==> config.mk <==
export PLATFORM = sky130hd
export DESIGN_NAME = spm_terms
export DESIGN_NICKNAME = d
export VERILOG_FILES = /design/src/design/spm_pkg.sv /design/src/design/spm_terms.sv
export SDC_FILE = /design/constraint.sdc
export NUM_CORES = 1
export LEC_CHECK = 0
export BUFFER_PORTS_ARGS = -buffer_cell sky130_fd_sc_hd__clkbuf_2
export CAP_MARGIN = 0
export CORE_MARGIN = 5
export CORE_UTILIZATION = 54
export CTS_BUF_LIST = sky130_fd_sc_hd__clkbuf_8 sky130_fd_sc_hd__clkbuf_16
export CTS_CLUSTER_DIAMETER = 80
export DETAILED_ROUTE_END_ITERATION = 10
export PLACE_DENSITY_LB_ADDON = 0.12
export SKIP_CTS_REPAIR_TIMING = 1
export SYNTH_ARGS = -nofsm -noshare
export SYNTH_HDL_FRONTEND = slang
export SYNTH_SLANG_ARGS = --single-unit
==> constraint.sdc <==
create_clock -name clk -period 3.2 [get_ports clk]
set_clock_uncertainty 0.1 [all_clocks]
set_input_delay 0.64 -clock clk [delete_from_list [all_inputs] [get_ports clk]]
set_output_delay 0.64 -clock clk [all_outputs]
set_load 0.05 [all_outputs]
==> src/design/spm_pkg.sv <==
`default_nettype none
package spm_pkg;

	localparam int MAX_TERMS = 8;
	localparam int MAX_EXP = 255;
	localparam int SLOTS = 2 * MAX_EXP + 1;

	localparam int IDX_W = (MAX_TERMS > 1) ? $clog2(MAX_TERMS) : 1;
	localparam int CNT_W = $clog2(MAX_TERMS + 1);
	localparam int SLOT_W = $clog2(SLOTS);

	localparam int KIND_W = 3;
	localparam int COEF_W = 16;
	localparam int EXP_W = 8;
	localparam int PROD_W = 2 * COEF_W;
	localparam int SUM_W = 38;
	localparam int OEXP_W = 9;

	localparam logic [KIND_W-1:0] KIND_ADD_A = 3'd0;
	localparam logic [KIND_W-1:0] KIND_ADD_B = 3'd1;
	localparam logic [KIND_W-1:0] KIND_CLR_A = 3'd2;
	localparam logic [KIND_W-1:0] KIND_CLR_B = 3'd3;
	localparam logic [KIND_W-1:0] KIND_MUL = 3'd4;

	typedef struct packed {
		logic [KIND_W-1:0] kind;
		logic signed [COEF_W-1:0] coefficient;
		logic [EXP_W-1:0] exponent;
	} cmd_word_t;

	typedef struct packed {
		logic signed [SUM_W-1:0] product_coefficient;
		logic [OEXP_W-1:0] product_exponent;
		logic last;
		logic empty_res;
	} res_word_t;

	typedef struct packed {
		logic signed [COEF_W-1:0] coefficient;
		logic [EXP_W-1:0] exponent;
	} term_t;

	typedef struct packed {
		logic wr_a;
		logic wr_b;
		logic clr_a;
		logic clr_b;
	} store_ctl_t;

	typedef struct packed {
		logic used;
		logic signed [SUM_W-1:0] sum;
	} acc_entry_t;

	typedef enum logic [2:0] {
		ST_CLEAR,
		ST_IDLE,
		ST_RD_TERMS,
		ST_RD_ACC,
		ST_WR_ACC,
		ST_SCAN,
		ST_FLUSH,
		ST_LAST
	} state_t;

endpackage
`default_nettype wire

==> src/design/spm_terms.sv <==
`default_nettype none
module spm_terms (
	input wire logic clk,
	input wire logic arst_n,
	input wire spm_pkg::store_ctl_t ctl,
	input wire spm_pkg::term_t wr_term,
	input wire logic [spm_pkg::IDX_W-1:0] rd_i,
	input wire logic [spm_pkg::IDX_W-1:0] rd_j,
	output logic [spm_pkg::CNT_W-1:0] cnt_a,
	output logic [spm_pkg::CNT_W-1:0] cnt_b,
	output spm_pkg::term_t term_a,
	output spm_pkg::term_t term_b
);
	import spm_pkg::*;

	term_t mem_a [MAX_TERMS];
	term_t mem_b [MAX_TERMS];
	logic exp_ok;
	logic wr_a_ok;
	logic wr_b_ok;

	assign exp_ok = int'(wr_term.exponent) <= MAX_EXP;
	assign wr_a_ok = ctl.wr_a && exp_ok && (cnt_a < CNT_W'(MAX_TERMS));
	assign wr_b_ok = ctl.wr_b && exp_ok && (cnt_b < CNT_W'(MAX_TERMS));

	always_ff @(posedge clk or negedge arst_n) begin
		if (!arst_n) begin
			cnt_a <= '0;
			cnt_b <= '0;
		end else begin
			if (ctl.clr_a) begin
				cnt_a <= '0;
			end else if (wr_a_ok) begin
				cnt_a <= cnt_a + CNT_W'(1);
			end
			if (ctl.clr_b) begin
				cnt_b <= '0;
			end else if (wr_b_ok) begin
				cnt_b <= cnt_b + CNT_W'(1);
			end
		end
	end

	always_ff @(posedge clk) begin
		if (wr_a_ok) begin
			mem_a[cnt_a[IDX_W-1:0]] <= wr_term;
		end
		if (wr_b_ok) begin
			mem_b[cnt_b[IDX_W-1:0]] <= wr_term;
		end
		term_a <= mem_a[rd_i];
		term_b <= mem_b[rd_j];
	end

endmodule
`default_nettype wire

==> reports/metrics.cfg <==
[outcome]
outcome=finished, final reports clean

[floorplanning]
coreArea_sq_um=29400
design.die.area_sq_um=33100
initial_core_util=0.543
rows=63
die_w_um=182
die_height_um=182
io_pins=92

[clock_network]
clkLatencyLatePin_ns=0.52
tritoncts=done
cts_inserted_buffers=43
clkTransAtPathRegs_ns=0.06
cts_root_buffer=clkbuf_16
cts_buffer_depth=3
cts_htree_levels=2
cts_sinks=440

[sta]
worstMarginPinSlew_ns=0.691
holdWs_ns=0.214
fmax_mhz=452
final-setup-viol-count=0
hold_viol=0
timing.setup.tns_ns=0
rsz0062_at_grt=no
relSlewSlack=0.539
slew_violations=0
final.period_utilization=0.691
finalCriticalPeriod_ns=2.21

[synthesis]
synthCells=658
ys_seq_elements=440
ys_seq_area_frac=0.795
syn_area_sq_um=16000
yosys_warnings=0
synthDistinctLibCells=23
syn_avg_cell_area_sq_um=24.3
synth_fp_nets=696

[critical_path]
crit_cells=1
r2r_start=cnt_b[3]
path_cells=clkbuf_2
worstPathArrival_ns=1.47
worst-path-buf-inv=1
end_kind=primary output
crit_type=flop to primary output
crit_fanout=9
r2r_cells=4
required_ns=2.46
r2r_slack_ns=1.10
crit_family=flip-flops
cpPeakStageDelay_ns=0.59
cp_slowest_cell=dfrtp_1
r2r_end=mem_b[2][21]
startpoint_type=flop

[power]
p_per_area_nw_per_um2=653
power.leakage_nw=6.32
peakVddDrop_v=0.000595

[place]
gp_congestion=0.716
dp_hpwl_um=17200
io_buffers=91

[layout]
syn2layout_area_growth_pct=15.8
seq_area_sq_um=12700
fillCellCount=1996
multiInputGateArea_sq_um=3160
layout-drive-gt1-share=0.414
nets=840

[global_route]
grt_usage=0.181
grt_max_degree=33
grt_pass1_vias=7614
grt_remaining_overflow=0
antenna_found_initial=0
grt_pass1_wl_um=45500

[drt]
antenna_left=0
vias_per_cell=5.62
drt_iter0_markers=496
routed_wl_um=29300
avgRoutedWirePerCell_um=23.9
drc_errors=0
vias=6895
drt_first_pass_iters=4

[min_path]
whs_endpoint=cnt_a[0]
holdPathStages=2
hold_start=ctl[1]
hold_path.class=input pin to flop

[flow_run]
max-cap-violations=0

==> worst max-delay path by stage <==
stage             start  slack, ns            to
6_report       cnt_a[0]       0.99      cnt_a[0]
5_1_grt        cnt_b[3]       0.92   mem_b[2][2]
4_1_cts        cnt_a[0]       0.97      cnt_a[0]
3_5_place_dp     ctl[2]       0.70  mem_b[2][18]
3_3_place_gp     ctl[2]       0.74  mem_b[2][18]
2_1_floorplan    ctl[3]       0.54   mem_a[7][0]
==> layout make-up <==
class,count,area share
flip-flops and latches,440,0.687
well taps,390,0.0264
clock buffers,49,0.0627
multi-input cells,192,0.171
clock inverters,29,0.00988
repair buffers,125,0.0436
diodes,1,0.000135
==> per-layer routing <==
metal / vias up / global-route usage / routed length (um)
li1: 3026 / - / -
met1: 3659 / 0.261 / 12300
met2: 169 / 0.297 / 14800
met3: 41 / 0.0300 / 1650
met4: 0 / 0.0447 / 497
met5: - / 0 / 0
==> worst register-to-register path, cell delays in order, from the launching register on <==
cell and delay (ns):
dfrtp_1 0.40, nor2b_1 0.29, nand2_1 0.24, nor3_4 0.50
buf_4 0.29
==> placed cells by master, fill, tap and decap left out, drive strengths merged, types with 4 or more instances in the layout <==
cell type  count
inv           12
nor2          20
nor3           4
dfxtp         48
clkbuf       138
mux2          48
dfrtp          8
clkinv        15
nand2          4
edfxtp       384
nand2b         6
mux4          96
buf           35
==> synthesized netlist by cell type <==
cell / n / share of area
nor3_1: 4 / 0.0013
nand3b_1: 2 / 0.00094
nor2_1: 20 / 0.0047
edfxtp_1: 384 / 0.72
nor2b_1: 2 / 0.00078
dfxtp_1: 48 / 0.060
nand2_1: 4 / 0.00094
xnor2_1: 2 / 0.0011
xor2_1: 2 / 0.0011
mux2_2: 20 / 0.014
dfrtp_1: 8 / 0.013
mux4_2: 96 / 0.14
buf_12: 4 / 0.0050
clkbuf_2: 1 / 0.00031
a41oi_1: 2 / 0.0011
buf_2: 13 / 0.0041
mux2_4: 28 / 0.026
mux2i_1: 2 / 0.0013
clkbuf_1: 5 / 0.0012
ha_1: 2 / 0.0016
buf_1: 1 / 0.00023
buf_6: 2 / 0.0014
nand2b_1: 6 / 0.0024
==> logic make-up after synthesis <==
| logic type | after synthesis | synth area share |
|---|---|---|
| AOI/OAI and AO/OA | 2 | 0.00110 |
| adders and majority gates | 2 | 0.00157 |
| DFF | 440 | 0.795 |
| xor gates and xnor gates | 4 | 0.00219 |
| muxes | 146 | 0.177 |
| and+or+nand+nor | 38 | 0.0110 |
| buffers and inverters | 26 | 0.0122 |
==> power breakdown <==
group / internal, mW / switching (mW)
Clock: 2.74 / 1.98
Combinational: 0.305 / 0.558
Sequential: 6.43 / 0.0610
Total: 9.48 / 2.60
==> flip-flops by register name, indices dropped and copies added (netlist names) <==
signal  count
mem_b     192
term_b     24
cnt_a       4
cnt_b       4
mem_a     192
term_a     24
==> stage by stage <==
stage | cell area, sq um | util | instances | setup WS (ns) | power [mW]
2_1_floorplan | 16000 | - | 658 | 0.542 | 7.19
3_3_place_gp | 17100 | 0.583 | 1146 | 0.741 | 7.47
3_5_place_dp | 17100 | 0.583 | 1146 | 0.699 | 7.49
4_1_cts | 18500 | 0.628 | 1224 | 0.968 | 12.2
5_1_grt | 18500 | 0.629 | 1225 | 0.921 | 12.5
6_report | 18500 | 0.629 | 1226 | 0.988 | 12.1
Note: power is estimated with default switching activity, not from simulation.
